File: src/rtl/ffra_pkg.sv
// shared types and constants of the first-fit range allocator
// used by ffra_ctrl, ffra_dpath and first_fit_range_allocator_top
`default_nettype none
package ffra_pkg;

   localparam int ADDR_W         = 12;
   localparam int LEN_W          = 13;
   localparam int STATUS_W       = 2;
   localparam int HEAP_BYTES_DEF = 4096;
   localparam int MAX_RANGES_DEF = 16;

   typedef enum logic [STATUS_W-1:0] {
      ST_OK    = 2'd0,
      ST_NOFIT = 2'd1,
      ST_FULL  = 2'd2
   } status_type;

   typedef struct packed {
      logic              kind;
      logic [LEN_W-1:0]  request_bytes;
      logic [ADDR_W-1:0] block_address;
   } req_type;

   typedef struct packed {
      logic [ADDR_W-1:0]   granted_address;
      logic [STATUS_W-1:0] status;
   } rsp_type;

   // datapath operations issued by the controller, one per cycle
   typedef enum logic [3:0] {
      DP_NOP,
      DP_INIT,
      DP_CAPTURE,
      DP_SCAN_NEXT,
      DP_ALLOC_TAKE,
      DP_REMOVE_STEP,
      DP_REMOVE_END,
      DP_FREE_STEP,
      DP_MERGE_BOTH,
      DP_MERGE_PREV,
      DP_MERGE_NEXT,
      DP_INSERT_BEGIN,
      DP_INSERT_STEP,
      DP_INSERT_PUT,
      DP_RESPOND
   } dp_op_type;

   typedef struct packed {
      dp_op_type  op;
      status_type rsp_status;
   } dp_cmd_type;

   typedef struct packed {
      logic req_zero;
      logic at_end;
      logic fit;
      logic exact;
      logic rm_last;
      logic free_bad;
      logic scan_more;
      logic overlap;
      logic merge_prev;
      logic merge_next;
      logic full;
      logic ins_done;
   } dp_flags_type;

   typedef enum logic [2:0] {
      S_IDLE,
      S_ALLOC_SCAN,
      S_FREE_SIZE,
      S_FREE_SCAN,
      S_REMOVE,
      S_INSERT,
      S_DONE
   } ctrl_state_type;

endpackage
`default_nettype wire

File: src/rtl/ffra_ctrl.sv
// controller state machine of the range allocator
// depends on ffra_pkg; drives ffra_dpath by commands, reads its flags
`default_nettype none
module ffra_ctrl
   import ffra_pkg::*;
(
   input  wire logic         clock,
   input  wire logic         reset,
   input  wire logic         start,
   input  wire logic         req_kind,
   input  wire logic         csr_valid,
   output logic              csr_ready,
   output logic              busy,
   input  wire dp_flags_type flags,
   output dp_cmd_type        cmd
);

   ctrl_state_type state_ff, state_in;
   status_type     code_ff, code_in;

   // state register
   always_ff @(posedge clock) begin
      if (reset) begin
         state_ff <= S_IDLE;
         code_ff  <= ST_OK;
      end else begin
         state_ff <= state_in;
         code_ff  <= code_in;
      end
   end

   assign busy      = (state_ff != S_IDLE);
   assign csr_ready = (state_ff == S_IDLE) && !start;

   // next state and commands
   always_comb begin
      state_in       = state_ff;
      code_in        = code_ff;
      cmd.op         = DP_NOP;
      cmd.rsp_status = code_ff;
      case (state_ff)
         S_IDLE: begin
            if (start) begin
               cmd.op   = DP_CAPTURE;
               code_in  = ST_OK;
               state_in = req_kind ? S_FREE_SIZE : S_ALLOC_SCAN;
            end else if (csr_valid) begin
               cmd.op = DP_INIT;
            end
         end
         S_ALLOC_SCAN: begin
            if (flags.req_zero || flags.at_end) begin
               code_in  = ST_NOFIT;
               state_in = S_DONE;
            end else if (flags.fit) begin
               cmd.op   = DP_ALLOC_TAKE;
               code_in  = ST_OK;
               state_in = flags.exact ? S_REMOVE : S_DONE;
            end else begin
               cmd.op = DP_SCAN_NEXT;
            end
         end
         S_REMOVE: begin
            if (flags.rm_last) begin
               cmd.op   = DP_REMOVE_END;
               state_in = S_DONE;
            end else begin
               cmd.op = DP_REMOVE_STEP;
            end
         end
         S_FREE_SIZE: begin
            state_in = flags.free_bad ? S_DONE : S_FREE_SCAN;
         end
         S_FREE_SCAN: begin
            if (flags.scan_more) begin
               cmd.op = DP_FREE_STEP;
            end else if (flags.overlap) begin
               state_in = S_DONE;
            end else if (flags.merge_prev && flags.merge_next) begin
               cmd.op   = DP_MERGE_BOTH;
               state_in = S_REMOVE;
            end else if (flags.merge_prev) begin
               cmd.op   = DP_MERGE_PREV;
               state_in = S_DONE;
            end else if (flags.merge_next) begin
               cmd.op   = DP_MERGE_NEXT;
               state_in = S_DONE;
            end else if (flags.full) begin
               code_in  = ST_FULL;
               state_in = S_DONE;
            end else begin
               cmd.op   = DP_INSERT_BEGIN;
               state_in = S_INSERT;
            end
         end
         S_INSERT: begin
            if (flags.ins_done) begin
               cmd.op   = DP_INSERT_PUT;
               state_in = S_DONE;
            end else begin
               cmd.op = DP_INSERT_STEP;
            end
         end
         S_DONE: begin
            cmd.op   = DP_RESPOND;
            state_in = S_IDLE;
         end
         default: begin
            state_in = S_IDLE;
         end
      endcase
   end

endmodule
`default_nettype wire

File: config.mk
export PLATFORM = sky130hd
export DESIGN_NAME = ffra_ctrl
export DESIGN_NICKNAME = d
export VERILOG_FILES = /design/src/rtl/ffra_pkg.sv /design/src/rtl/ffra_ctrl.sv
export SDC_FILE = /design/constraint.sdc
export NUM_CORES = 1
export LEC_CHECK = 0
export BUFFER_PORTS_ARGS = -buffer_cell sky130_fd_sc_hd__buf_4
export CAP_MARGIN = 0
export CELL_PAD_IN_SITES_DETAIL_PLACEMENT = 1
export CELL_PAD_IN_SITES_GLOBAL_PLACEMENT = 2
export CORE_UTILIZATION = 26
export CTS_BUF_LIST = sky130_fd_sc_hd__clkbuf_4
export DETAILED_ROUTE_END_ITERATION = 12
export GPL_ROUTABILITY_DRIVEN = 0
export GPL_TIMING_DRIVEN = 1
export PLACE_DENSITY_LB_ADDON = 0.3
export SYNTH_ARGS = -nofsm -noshare
export SYNTH_HDL_FRONTEND = slang
export SYNTH_SLANG_ARGS = --single-unit
File: constraint.sdc
create_clock -name clock -period 1.75 [get_ports clock]
set_input_delay 0.35 -clock clock [delete_from_list [all_inputs] [get_ports clock]]
set_output_delay 0.35 -clock clock [all_outputs]
set_load 0.02 [all_outputs]
* Word-level counts from Yosys, hierarchy flattened
Cells that the tools add are included.
Cells by class: equal/unequal tests 16, reduce and logical (&&, ||, !) cells 9, multiplexer cells 38
Operators by type and width (count):
- $mux 2 | 18
- $mux 3 | 9
- $mux 4 | 6
- $pmux 4 s6 | 1
- $ne 2x2->1 const B | 9
- $pmux 3 s6 | 1
- $eq 3x3->1 const B | 3
- $reduce_and 9->1 | 1
- $eq 3x2->1 const B | 2
- $pmux 2 s3 | 1
- $reduce_bool 3->1 | 2
- $reduce_and 5->1 | 1
- $eq 3x1->1 const B | 1
- $logic_not 3->1 | 1
- $ne 3x3->1 const B | 1
- $logic_and 1x1->1 | 2
- $mux 1 | 2
- $logic_not 1->1 | 1
- $logic_or 1x1->1 | 1
Storage, ports and cells: output and inout bits 8, bits in registers 5, bits of input ports 17

* Logic depth before layout (Yosys ltp)
Gate-level depths: netlist (run 1).
depth after elaboration 7, depth in mapped cells 6

* Least setup slack after synthesis (run 1)
No wires, ideal clock.
path type register -> register, start reg state_ff[2], end reg state_ff[1], library setup time 0.128 ns, data arrival time 1.548 ns, stages on the path, launching flop included 6, path buffers 1, setup slack 0.075 ns, path through dfxtp_1 > buf_2 > nor4_1 > a211oi_1 > nand4b_1 > o22ai_1
Between the ends: longest elaborated chain between the ends 3, elaborated cells between the ends (all ways) 13
RTL lines:
- from (decl) | line ffra_ctrl.sv:18 | ctrl_state_type state_ff, state_in;
- from (signal assigned) | line ffra_ctrl.sv:27 | state_ff <= state_in;
- $eq 3x1->1, or another cell as far along | line ffra_ctrl.sv:41 | case (state_ff)
- $ne 3x3->1 (no source line) / $ne 2x2->1 (equally long branches)
- $reduce_and 5->1 (no source line)
Parallel ways exist; a longest one is shown, timed or not. A chain may end at the register's enable or synchronous reset.

==> results of run 1 <==
sequential cells by signal, summed over array words and instances (netlist names):
name and cells:
code_ff 2, state_ff 3
metal layers:
layer / track usage / part of all wire / wire length, um
met5: 0 / 0 / 0
met4: 0.0143 / 0 / 0
met3: 0.0364 / 0.037 / 71
met2: 0.289 / 0.49 / 951
met1: 0.230 / 0.47 / 904
cell usage in the layout (no fill, tap or decap), drive strengths merged, types with 2 or more instances in the layout:
cell	n
nand4b	2
o21ai	3
a211oi	3
nor4	2
nor2	4
nand2	2
nor3	4
clkbuf	4
a21oi	7
or3	5
or3b	2
nand2b	3
nor2b	3
nand4bb	3
buf	38
nor3b	3
dfxtp	5
o31ai	3
metrics by stage:
stage               power, mW  std cells
floorplan               0.909         76
global placement         1.35        133
detailed placement       1.37        133
CTS                      1.61        138
global route             1.80        140
finish                   1.67        140
report_power, final:
part	switching (mW)	leakage, nW	internal, mW
sequential	0.0588	0.0420	0.166
combinational	0.614	0.355	0.680
clock	0.0457	0.0184	0.102
total	0.718	0.416	0.947
path summary, 6_finish.rpt:
path	from	end	slack (ns)	cells after the start
worst max-delay path	state_ff[2]$_SDFFE_PP0P_	cmd[3]	-0.18	4
worst min-delay path	reset	state_ff[2]$_SDFFE_PP0P_	0.32	2
worst max register to register	state_ff[0]$_SDFFE_PP0P_	state_ff[0]$_SDFFE_PP0P_	0.10	6
worst min register to register	code_ff[0]$_SDFFE_PP0P_	code_ff[0]$_SDFFE_PP0P_	0.48	2
repair_timing:
item,in CTS,in global routing
gates resized for setup,7,4
cloned,0,0
pin swaps,0,2
buffers inserted,1,2
endpoints found under the setup margin,4,4
cell type report:
class | count | share of cell area
clock buffer | 4 | 0.0302
tap | 28 | 0.0353
timing repair buffer | 38 | 0.316
sequential | 5 | 0.105
multi-input combinational | 64 | 0.510
inverter | 1 | 0.00378
cell families after synthesis:
family | Yosys count | share of synthesized area
and+or+nand+nor | 36 | 0.408
AOI/OAI and AO/OA | 26 | 0.337
buffers and inverters | 7 | 0.0559
DFF | 5 | 0.166
xor gates and xnor gates | 1 | 0.0145
muxes | 1 | 0.0186
==> results.json, run 1 <==
{
  "path_buf_inv": 1,
  "syn_nets": 93,
  "drt-pass1-iter-count": 7,
  "grt_pass1_vias": 711,
  "cts_sinks": 5,
  "root_buffer": "clkbuf_4",
  "violations": "design-rule violations, negative setup slack",
  "finalHoldViolations": 0,
  "hold_buffers": 0,
  "power_leakage_nw": 0.416,
  "max_freq_ghz": 0.518,
  "cap_violations": 0,
  "grt-ovfl-total": 0,
  "initial_utilization": 0.276,
  "register_area_um2": 104,
  "finalCritPeriodShare": 1.10,
  "cts.clk_slew.worst_paths_ns": 0.04,
  "drc": 1,
  "fin_area_um2": 993,
  "htreeDepth": 1,
  "area_growth_pct": 64.4,
  "synth_edf_count": 0,
  "p_per_area_nw_per_um2": 1680,
  "crit_path_start_kind": "register",
  "port_buffers": 24,
  "worst_ep_required_time_ns": 1.40,
  "num_rows": 17,
  "ant_nets": 0,
  "drt_iter0_drc": 7,
  "fin_crit_ns": 1.93,
  "crit_fanout": 7,
  "async_flop_share": 0,
  "wl_per_cell_um": 13.8,
  "vias": 728,
  "worstSkewPairLatency_ns": 0.24,
  "antenna_cells": 0,
  "cts_tree": "yes",
  "path_class": "register to primary output",
  "synth.top_cell.area_share": 0.166,
  "synth_area_per_cell_um2": 7.95,
  "min_path_type": "input port to register",
  "synth_cells": 76,
  "crit_arrival_ns": 1.58,
  "vias_per_cell": 5.20,
  "synth_cell_types": 36,
  "chipHeight_um": 50.2,
  "die_x_um": 50.2,
  "ioPinCount": 25,
  "rsz0062_at_grt": "true",
  "grt_start_max_net_pins": 17,
  "dpl_cell_area_um2": 885,
  "slowest_delay_ns": 0.42,
  "synth-seq-cells": 5,
  "yosysTopAreaCell": "dfxtp_1",
  "tightestPinTransition_ns": 0.345,
  "die_area_um2": 2520,
  "final_core_util": 0.453,
  "setup_viol": 2,
  "dpl.hpwl_um": 1510,
  "cp_slowest_cell": "or3b_4",
  "cts-buffers-inserted": 3,
  "synth_seq_area_share": 0.166,
  "synth-main-ff-cell": "dfxtp_1",
  "grt_usage": 0.171,
  "synth_area_leaders": "dfxtp_1 (17%), a21oi_1 (5.8%), nand4bb_1 (5.6%), or3_1 (5.2%), buf_2 (5.0%)",
  "clock_path_buffers": 2,
  "grt_pass1_wl_um": 3310,
  "irDropWorstVdd_uv": 686,
  "fin_skew_ns": 0.00372,
  "hold_ws_ns": 0.319,
  "fin_nets": 130,
  "max-slew-margin-rel": 0.768,
  "core-area_um2": 2190,
  "crit_family": "simple AND/OR/NAND/NOR gates",
  "antenna_found_initial": 0,
  "dp_worst_setup_slack_ns": 0.0475,
  "final.setup.worst_slack_ns": -0.179,
  "synth_commonest_cells": "a21oi_1 (7), buf_2 (6), dfxtp_1 (5), or3_1 (5), nor2_1 (4)",
  "drv_slew": 0,
  "drive_above_1_share": 0.509,
  "outcome": "finished, violations left",
  "post-synth-top-count-cell": "a21oi_1",
  "critPathCaptureType": "primary output",
  "nFillCells": 264,
  "wirelength_um": 1930,
  "setup_tns_ns": -0.349,
  "mappedNetlistArea_um2": 604,
  "ys_warn_count": 0,
  "crit_chain": "or3b_4, o41ai_4, or3_1, buf_6",
  "multi_input_area_um2": 507
}
No activity file was read; power rests on OpenSTA's default activity.
==> inputs of run 2 (changes only) <==
--- a/config.mk
+++ b/config.mk
@@ -9,6 +9,7 @@
 export CAP_MARGIN = 0
 export CELL_PAD_IN_SITES_DETAIL_PLACEMENT = 1
 export CELL_PAD_IN_SITES_GLOBAL_PLACEMENT = 2
+export CORE_ASPECT_RATIO = 0.9
 export CORE_UTILIZATION = 26
 export CTS_BUF_LIST = sky130_fd_sc_hd__clkbuf_4
 export DETAILED_ROUTE_END_ITERATION = 12
==> constraint.sdc (replaced) <==
create_clock -name clock -period 2.1 [get_ports clock]
set_input_delay 0.42 -clock clock [delete_from_list [all_inputs] [get_ports clock]]
set_output_delay 0.42 -clock clock [all_outputs]
set_load 0.02 [all_outputs]
==> results.json, run 2 (same netlist as run 1, synthesis figures left out) <==
{
  "final.setup.worst_slack_ns": 0.0477,
  "ant_nets": 0,
  "crit_fanout": 9,
  "cp_slowest_cell": "or3b_4",
  "die_area_um2": 2520,
  "largest_reg_flops": 3,
  "wl_per_cell_um": 15.2,
  "port_buffers": 24,
  "drc": 0,
  "core-area_um2": 2180,
  "slowest_delay_ns": 0.43,
  "grt_pass1_vias": 649,
  "grt_usage": 0.159,
  "p_comb_frac": 0.736,
  "critPathCaptureType": "primary output",
  "r2r_cells": 5,
  "top_register": "state_ff",
  "timing.rr.start": "state_ff[0]$_SDFFE_PP0P_",
  "initial_utilization": 0.277,
  "grt-ovfl-total": 0,
  "worstSkewPairLatency_ns": 0.24,
  "largest_registers": "state_ff: 3 flops, code_ff: 2 flops",
  "cts_sinks": 5,
  "total_power_mw": 1.18,
  "cts.clk_slew.worst_paths_ns": 0.04,
  "grt_start_max_net_pins": 22,
  "power.share.clock": 0.104,
  "ioPinCount": 25,
  "chipHeight_um": 47.7,
  "area_growth_pct": 43.1,
  "p_int_mw": 0.630,
  "dp_worst_setup_slack_ns": 0.256,
  "antenna_cells": 0,
  "drive_above_1_share": 0.422,
  "max-slew-margin-rel": 0.729,
  "switching_share": 0.465,
  "dpl_cell_area_um2": 811,
  "hold_start": "reset",
  "drv_slew": 0,
  "antenna_found_initial": 0,
  "route.met3.wl_um": 88,
  "path_class": "register to primary output",
  "wirelength_um": 1960,
  "wl_met1_um": 913,
  "drt-pass1-iter-count": 4,
  "tightestPinTransition_ns": 0.403,
  "num_rows": 16,
  "worstReg2RegEnd": "state_ff[0]$_SDFFE_PP0P_",
  "power_leakage_nw": 0.353,
  "fin_skew_ns": 0.00128,
  "cts-buffers-inserted": 3,
  "outcome": "finished clean",
  "min_path_cells": 2,
  "vias_per_cell": 5.42,
  "hold_end": "code_ff[0]$_SDFFE_PP0P_",
  "min_path_type": "input port to register",
  "final_common_cell": "buf_4",
  "fin_crit_ns": 2.05,
  "top_layer": "met3",
  "path_buf_inv": 1,
  "p_per_area_nw_per_um2": 1360,
  "dpl.hpwl_um": 1380,
  "wl_met2_um": 957,
  "cts_tree": "yes",
  "most-common-layout-cells": "buf_4 (25), a21oi_1 (7), or3_1 (5)",
  "finalHoldViolations": 0,
  "seq_power_share": 0.160,
  "setup_viol": 0,
  "finalCritPeriodShare": 0.977,
  "clock_path_buffers": 2,
  "p_switching_mw": 0.547,
  "max_freq_ghz": 0.487,
  "worst_ep_required_time_ns": 1.68,
  "irDropWorstVdd_uv": 597,
  "fin_nets": 120,
  "crit_path_start_kind": "register",
  "fin_area_um2": 865,
  "htreeDepth": 1,
  "grt_pass1_wl_um": 3010,
  "cap_violations": 0,
  "root_buffer": "clkbuf_4",
  "crit_chain": "or3b_4, o41ai_4, or3_1, buf_4",
  "drt_iter0_drc": 7,
  "vias": 699,
  "crit_family": "simple AND/OR/NAND/NOR gates",
  "crit_arrival_ns": 1.63,
  "setup_tns_ns": 0,
  "die_x_um": 52.8,
  "r2r_slack_ns": 0.50
}
run 2: layer usage:
layer,track usage,vias up
met3,0.0317,0
met4,0,0
met5,0,-
met2,0.281,19
met1,0.215,330
li1,-,350
run 2: power groups by stage:
stage | combinational [mW] | sequential, mW | clock [mW]
4_1_cts | 0.852 | 0.176 | 0.125
3_5_place_dp | 0.839 | 0.176 | 0
6_report | 0.866 | 0.189 | 0.122
2_1_floorplan | 0.592 | 0.165 | 0
5_1_grt | 0.933 | 0.196 | 0.133
3_3_place_gp | 0.836 | 0.174 | 0
run 2: area by class of cell:
cell class,instances,area [um2]
Fill cell,278,1320
Multi-Input combinational cell,64,470
Timing Repair Buffer,28,221
Sequential cell,5,105
Tap cell,27,33.8
Clock buffer,4,30.0
Inverter,1,3.75
run 2: through the flow:
stage                     hold WS, ns  utilization  std cells
after floorplan                 0.489            -         76
final                           0.404        0.396        129
after CTS                       0.399        0.387        128
after global placement          0.457        0.372        124
after global routing            0.399        0.396        129
after detailed placement        0.468        0.372        124
run 2: how the worst max path moves through the flow:
stage / from / to / slack [ns] / depth (start not counted)
after detailed placement: state_ff[2]$_SDFFE_PP0P_ / cmd[2] / 0.26 / 4
after floorplan: state_ff[2]$_SDFFE_PP0P_ / csr_ready / 0.41 / 2
after CTS: state_ff[2]$_SDFFE_PP0P_ / cmd[2] / 0.002 / 4
after global routing: state_ff[2]$_SDFFE_PP0P_ / cmd[2] / -0.002 / 4
after global placement: state_ff[2]$_SDFFE_PP0P_ / cmd[3] / 0.26 / 5
final: state_ff[2]$_SDFFE_PP0P_ / cmd[2] / 0.05 / 4
run 2: what timing repair did:
action / in CTS / in global routing
pin swaps: 0 / 1
gates cloned: 0 / 0
setup buffers: 0 / 1
endpoints found under the hold margin: 0 / 0
setup endpoints to repair: 1 / 3
hold buffers: 0 / 0
gates resized for setup: 1 / 5
